### src/hdl/hkbs_pkg.sv
package hkbs_pkg;

    localparam int KEY_W       = 64;
    localparam int KIND_W      = 2;
    localparam int COUNT_W     = 13;
    localparam int MUL_W       = 32;

    localparam int DEF_BUCKETS = 1024;
    localparam int DEF_WAYS    = 4;

    localparam logic [KEY_W-1:0] MIX_MUL = 64'h2127_599b_f432_5c37;
    localparam int MIX_SHIFT_A = 23;
    localparam int MIX_SHIFT_B = 47;

    localparam int FOLD_BITS   = 8;
    localparam int FOLD_CHUNKS = KEY_W / FOLD_BITS;

    localparam logic [KIND_W-1:0] KIND_LOOKUP = 2'd0;
    localparam logic [KIND_W-1:0] KIND_INSERT = 2'd1;
    localparam logic [KIND_W-1:0] KIND_REMOVE = 2'd2;

    typedef struct packed {
        logic success;
        logic bucket_full;
        logic grow;
        logic shrink;
    } tbl_res_t;

endpackage

### src/hdl/hkbs_hash.sv
module hkbs_hash
    import hkbs_pkg::*;
#(
    parameter int BUCKETS = DEF_BUCKETS,
    localparam int IDX_W = $clog2(BUCKETS)
)
(
    input  logic             clk,
    input  logic             rst_n,
    input  logic             go,
    input  logic [KEY_W-1:0] key,
    output logic             done,
    output logic [IDX_W-1:0] bucket
);

    localparam int WGT_W = 16;
    localparam int SUM_W = FOLD_BITS + WGT_W + $clog2(FOLD_CHUNKS);
    localparam logic [SUM_W-1:0] DIVISOR = SUM_W'(BUCKETS);
    localparam logic [SUM_W-1:0] RECIP   = SUM_W'((64'd1 << SUM_W) / BUCKETS);

    // weight of each key byte modulo BUCKETS
    function automatic logic [FOLD_CHUNKS*WGT_W-1:0] fold_weights();
        logic [FOLD_CHUNKS*WGT_W-1:0] w;
        logic [63:0]                  r;
        w = '0;
        r = 64'(1 % BUCKETS);
        for (int i = 0; i < FOLD_CHUNKS; i++)
        begin
            w[i*WGT_W +: WGT_W] = WGT_W'(r);
            r = (r << FOLD_BITS) % 64'(BUCKETS);
        end
        return w;
    endfunction

    localparam logic [FOLD_CHUNKS*WGT_W-1:0] WEIGHTS = fold_weights();

    localparam logic [3:0] H_IDLE = 4'd0;
    localparam logic [3:0] H_MUL0 = 4'd1;
    localparam logic [3:0] H_MUL1 = 4'd2;
    localparam logic [3:0] H_MUL2 = 4'd3;
    localparam logic [3:0] H_SUM  = 4'd4;
    localparam logic [3:0] H_FOLD = 4'd5;
    localparam logic [3:0] H_QUOT = 4'd6;
    localparam logic [3:0] H_REM  = 4'd7;
    localparam logic [3:0] H_FIX  = 4'd8;

    logic [3:0]           state_reg;
    logic [3:0]           state_next;
    logic                 done_reg;
    logic                 done_next;

    logic [KEY_W-1:0]     x_reg;
    logic [KEY_W-1:0]     x_next;
    logic [2*MUL_W-1:0]   pll_reg;
    logic [MUL_W-1:0]     plh_reg;
    logic [MUL_W-1:0]     phl_reg;
    logic [SUM_W-1:0]     v_reg;
    logic [SUM_W-1:0]     v_next;
    logic [SUM_W-1:0]     q_reg;
    logic [IDX_W-1:0]     bucket_reg;

    logic [MUL_W-1:0]     mul_a;
    logic [MUL_W-1:0]     mul_b;
    logic [2*MUL_W-1:0]   mul_p;

    logic [MUL_W-1:0]     sum_hi;
    logic [KEY_W-1:0]     mixed;

    logic [SUM_W-1:0]     fold_lvl [FOLD_CHUNKS];
    logic [SUM_W-1:0]     fold_sum;
    logic [2*SUM_W-1:0]   quot_prod;
    logic [SUM_W-1:0]     back_prod;
    logic [SUM_W-1:0]     fixed;

    always_comb
    begin
        unique case (state_reg)
            H_MUL0:
            begin
                mul_a = x_reg[MUL_W-1:0];
                mul_b = MIX_MUL[MUL_W-1:0];
            end
            H_MUL1:
            begin
                mul_a = x_reg[MUL_W-1:0];
                mul_b = MIX_MUL[2*MUL_W-1:MUL_W];
            end
            default:
            begin
                mul_a = x_reg[2*MUL_W-1:MUL_W];
                mul_b = MIX_MUL[MUL_W-1:0];
            end
        endcase
    end

    assign mul_p = {{MUL_W{1'b0}}, mul_a} * {{MUL_W{1'b0}}, mul_b};

    assign sum_hi = pll_reg[2*MUL_W-1:MUL_W] + plh_reg + phl_reg;
    assign mixed  = {sum_hi, pll_reg[MUL_W-1:0]};

    // fold the key bytes by their weights, summed as a tree
    always_comb
    begin
        for (int i = 0; i < FOLD_CHUNKS; i++)
        begin
            fold_lvl[i] = SUM_W'(x_reg[i*FOLD_BITS +: FOLD_BITS])
                        * SUM_W'(WEIGHTS[i*WGT_W +: WGT_W]);
        end
        for (int span = 1; span < FOLD_CHUNKS; span = span * 2)
        begin
            for (int i = 0; i + span < FOLD_CHUNKS; i = i + 2 * span)
            begin
                fold_lvl[i] = fold_lvl[i] + fold_lvl[i + span];
            end
        end
        fold_sum = fold_lvl[0];
    end

    assign quot_prod = (2*SUM_W)'(v_reg) * (2*SUM_W)'(RECIP);
    assign back_prod = q_reg * DIVISOR;
    assign fixed     = (v_reg >= DIVISOR) ? v_reg - DIVISOR : v_reg;

    always_comb
    begin
        state_next = state_reg;
        done_next  = 1'b0;
        x_next     = x_reg;
        v_next     = v_reg;
        unique case (state_reg)
            H_IDLE:
            begin
                if (go)
                begin
                    x_next     = key ^ (key >> MIX_SHIFT_A);
                    state_next = H_MUL0;
                end
            end
            H_MUL0:
            begin
                state_next = H_MUL1;
            end
            H_MUL1:
            begin
                state_next = H_MUL2;
            end
            H_MUL2:
            begin
                state_next = H_SUM;
            end
            H_SUM:
            begin
                x_next     = mixed ^ (mixed >> MIX_SHIFT_B);
                state_next = H_FOLD;
            end
            H_FOLD:
            begin
                v_next     = fold_sum;
                state_next = H_QUOT;
            end
            H_QUOT:
            begin
                state_next = H_REM;
            end
            H_REM:
            begin
                v_next     = v_reg - back_prod;
                state_next = H_FIX;
            end
            H_FIX:
            begin
                done_next  = 1'b1;
                state_next = H_IDLE;
            end
            default:
            begin
                state_next = H_IDLE;
            end
        endcase
    end

    always_ff @(posedge clk or negedge rst_n)
    begin
        if (!rst_n)
        begin
            state_reg <= H_IDLE;
            done_reg  <= 1'b0;
        end
        else
        begin
            state_reg <= state_next;
            done_reg  <= done_next;
        end
    end

    always_ff @(posedge clk)
    begin
        x_reg <= x_next;
        v_reg <= v_next;
        if (state_reg == H_MUL0)
        begin
            pll_reg <= mul_p;
        end
        if (state_reg == H_MUL1)
        begin
            plh_reg <= mul_p[MUL_W-1:0];
        end
        if (state_reg == H_MUL2)
        begin
            phl_reg <= mul_p[MUL_W-1:0];
        end
        if (state_reg == H_QUOT)
        begin
            q_reg <= quot_prod[2*SUM_W-1:SUM_W];
        end
        if (done_next)
        begin
            bucket_reg <= fixed[IDX_W-1:0];
        end
    end

    assign done   = done_reg;
    assign bucket = bucket_reg;

endmodule

### config.mk
export PLATFORM = sky130hd
export DESIGN_NAME = hkbs_hash
export DESIGN_NICKNAME = d
export VERILOG_FILES = /design/src/hdl/hkbs_pkg.sv /design/src/hdl/hkbs_hash.sv
export SDC_FILE = /design/constraint.sdc
export NUM_CORES = 2
export LEC_CHECK = 0
export BUFFER_PORTS_ARGS = -buffer_cell sky130_fd_sc_hd__buf_2
export CAP_MARGIN = 40
export CORE_MARGIN = 2
export CORE_UTILIZATION = 43
export DETAILED_ROUTE_END_ITERATION = 12
export HOLD_SLACK_MARGIN = 0.15
export SYNTH_ARGS = -nofsm -noshare
export SYNTH_HDL_FRONTEND = slang
export SYNTH_SLANG_ARGS = --single-unit
### constraint.sdc
create_clock -name clk -period 14.1 [get_ports clk]
set_input_delay 2.115 -clock clk [delete_from_list [all_inputs] [get_ports clk]]
set_output_delay 2.115 -clock clk [all_outputs]
set_load 0.01 [all_outputs]
==> results.cfg <==
[worst_hold_path]
min_path_type = reg -> reg

[route]
viasPerCell = 5.160
ant_nets = 0
route.vias.total = 23130
wl_per_cell_um = 22.12
routed_wl_um = 99160
drtPass1Iterations = 5
drc = 0
first_iter_violations = 1760

[cells_and_area]
fin_util = 0.4626
fill_cells = 7695
antennaDiodeCount = 0
fin_nets = 4562
design_area_mm2 = 0.03708
drive_gt1_frac = 0.05143
area_growth_pct = 6.970

[setup_path]
crit_type = reg -> reg
max_stage_delay_ps = 630
cp.required_ps = 14350
endpoint_kind = register
cpMostUsedCell = fa_1
cp_slowest_cell = mux2_2
worstPathMaxFanout = 32
setup.worst_path.start_class = register
rrSetupSlack_ps = 3990
arrival_ps = 10350

[placed_design]
io_buffers = 77
gp_congestion = 0.9548
hpwl_um = 86420
placed_area_mm2 = 0.03644
place_ws_ps = 4084

[grt]
antenna_found_initial = 5
grt.total_usage = 0.2479
grt_pass1_wl_um = 151300
grt-ovfl-total = 0
grt_pass1_vias = 23870
grt_max_degree = 92

[logic_synthesis]
synth_edf_count = 212
synth-seq-cells = 217
synth_flop_cell = edfxtp_1
synth_cell_types = 71
synthCells = 3330
syn_area_per_cell_um2 = 10.41
yosys_warnings = 0
synthArstFlopShare = 0.02304
netlist_area_mm2 = 0.03466
yosysSeqAreaShare = 0.1873

[clocking]
cts_tree = built
htree_levels = 1
cts_buffers = 19
clkTransAtPathRegs_ps = 70
cts_buffer_depth = 3
cts-root-buf = clkbuf_16
cts_setup_buffers = 0
clock_latency_ps = 510
hold_buffers = 0
cts_resized = 0
clkSinkCount = 217

[sta]
finalSetupTns_ps = 0
report.final.slew_viol_count = 0
max_slew_margin = 0.3739
max_freq_ghz = 0.09894
clock-skew-final_ps = 17.17
hold_viol_final = 0
worst_pin_slew_ps = 932.5
fin_ws_ps = 3992
period_needed_ps = 10110
rsz0062_at_grt = no
finalSetupViolations = 0
timing.final.crit_share = 0.7168

[die]
initial_utilization = 0.4324
core-area_mm2 = 0.08016
io_pins = 78
placementRows = 104
fp.dieW_um = 287.9
die_h_um = 287.9
dieArea_mm2 = 0.08290

[job]
maxCapViolCount = 0

[run_status]
status = complete, no violations
## stage by stage
stage               hold WS (ps)  std cells
finish                     421.7       4482
global placement           402.1       4445
CTS                        424.0       4481
detailed placement         407.4       4448
floorplan                  400.3       3373
global route               424.9       4482
## cell usage after synthesis (3+ instances only)
| cell type | instances | area, um^2 |
|---|---|---|
| edfxtp_1 | 212 | 6366 |
| a31oi_1 | 10 | 62.56 |
| ha_1 | 477 | 5968 |
| nand2_1 | 194 | 728.2 |
| nor3_1 | 21 | 105.1 |
| nand4_1 | 25 | 156.4 |
| a211oi_1 | 10 | 75.07 |
| xor2_1 | 73 | 639.4 |
| a211o_1 | 3 | 26.28 |
| or2_2 | 6 | 37.54 |
| buf_1 | 6 | 22.52 |
| and3_1 | 7 | 43.79 |
| o21a_1 | 6 | 45.04 |
| nand2b_1 | 14 | 87.58 |
| xnor2_1 | 95 | 832.1 |
| or3_1 | 4 | 25.02 |
| o21bai_1 | 18 | 135.1 |
| nor2_1 | 122 | 457.9 |
| a21boi_0 | 3 | 22.52 |
| o211ai_1 | 9 | 67.56 |
| nand3_1 | 21 | 105.1 |
| o211a_1 | 3 | 30.03 |
| nor2b_1 | 12 | 75.07 |
| and2_1 | 14 | 87.58 |
| fa_1 | 608 | 12170 |
| o31ai_1 | 5 | 37.54 |
| nor4_1 | 3 | 18.77 |
| mux2i_1 | 18 | 180.2 |
| dfrtp_1 | 5 | 125.1 |
| clkbuf_1 | 68 | 255.2 |
| a21o_1 | 51 | 382.9 |
| o21ai_0 | 125 | 625.6 |
| mux2_2 | 17 | 191.4 |
| inv_1 | 867 | 3254 |
| o311ai_0 | 3 | 26.28 |
| buf_2 | 14 | 70.07 |
| a21oi_1 | 139 | 695.7 |
## worst max-delay path: cells and delay by family, from the launching register on
| kind | cells | cell delay [ps] |
|---|---|---|
| multiplexers | 1 | 630 |
| flip-flops | 1 | 470 |
| adder cells (fa/ha/maj) | 9 | 4430 |
| XOR/XNOR | 1 | 170 |
| AND/OR/NAND/NOR | 5 | 1190 |
| AO/OA/AOI/OAI | 7 | 1930 |
| buffers and inverters | 6 | 960 |
## layer usage
layer | track usage | up-vias | wire length, um
li1 | - | 10560 | -
met1 | 0.3645 | 11710 | 44950
met2 | 0.3898 | 730 | 45440
met3 | 0.02971 | 123 | 5672
met4 | 0.06244 | 0 | 3098
met5 | 0 | - | 0
## placed cells by master, fill, tap and decap left out, types with 17 or more instances in the layout
master	instances
nor3_1	18
edfxtp_1	212
mux2i_1	17
nand2_1	193
buf_2	77
inv_1	866
xnor2_1	95
clkbuf_16	19
ha_1	477
buf_4	26
o21bai_1	18
o21ai_0	125
nand3_1	21
mux2_2	17
nand4_1	25
xor2_1	73
nor2_1	122
a21o_1	51
a21oi_1	139
conb_1	45
fa_1	608
## logic make-up (layout without fill, tap and decap cells)
group	count (synthesis)	in the layout	share of synthesized area
adders and majority gates	1085	1085	0.5233
buffers and inverters	958	1007	0.1044
and+or+nand+nor	451	451	0.05754
AOI/OAI and AO/OA	412	412	0.07277
DFF	217	217	0.1873
xor gates and xnor gates	170	170	0.04379
muxes	35	35	0.01072
other	2	45	0.0002167
## cell type report
class                   instances  area (um^2)  share of cell area
clock buffers                  22        496.7             0.01340
clock inverters                11        137.6            0.003712
inverters                     869         3263             0.08801
multi-input cells            2198        24750              0.6675
flip-flops and latches        217         6491              0.1751
well taps                    1060         1326             0.03577
repair buffers                105        613.1             0.01654
## final timing paths
check                              from      endpoint  depth (start not counted)
max reg2reg                state_reg[1]   pll_reg[63]                         29
max                        state_reg[1]   pll_reg[63]                         29
min reg2reg                    v_reg[3]     bucket[3]                          0
min                            v_reg[3]     bucket[3]                          0
min in group asynchronous         rst_n  state_reg[0]                          1
max in group asynchronous         rst_n  state_reg[3]                          1
Power is not shown: default switching activity piles up to over one toggle a cycle in this logic, so the estimate is an artifact.
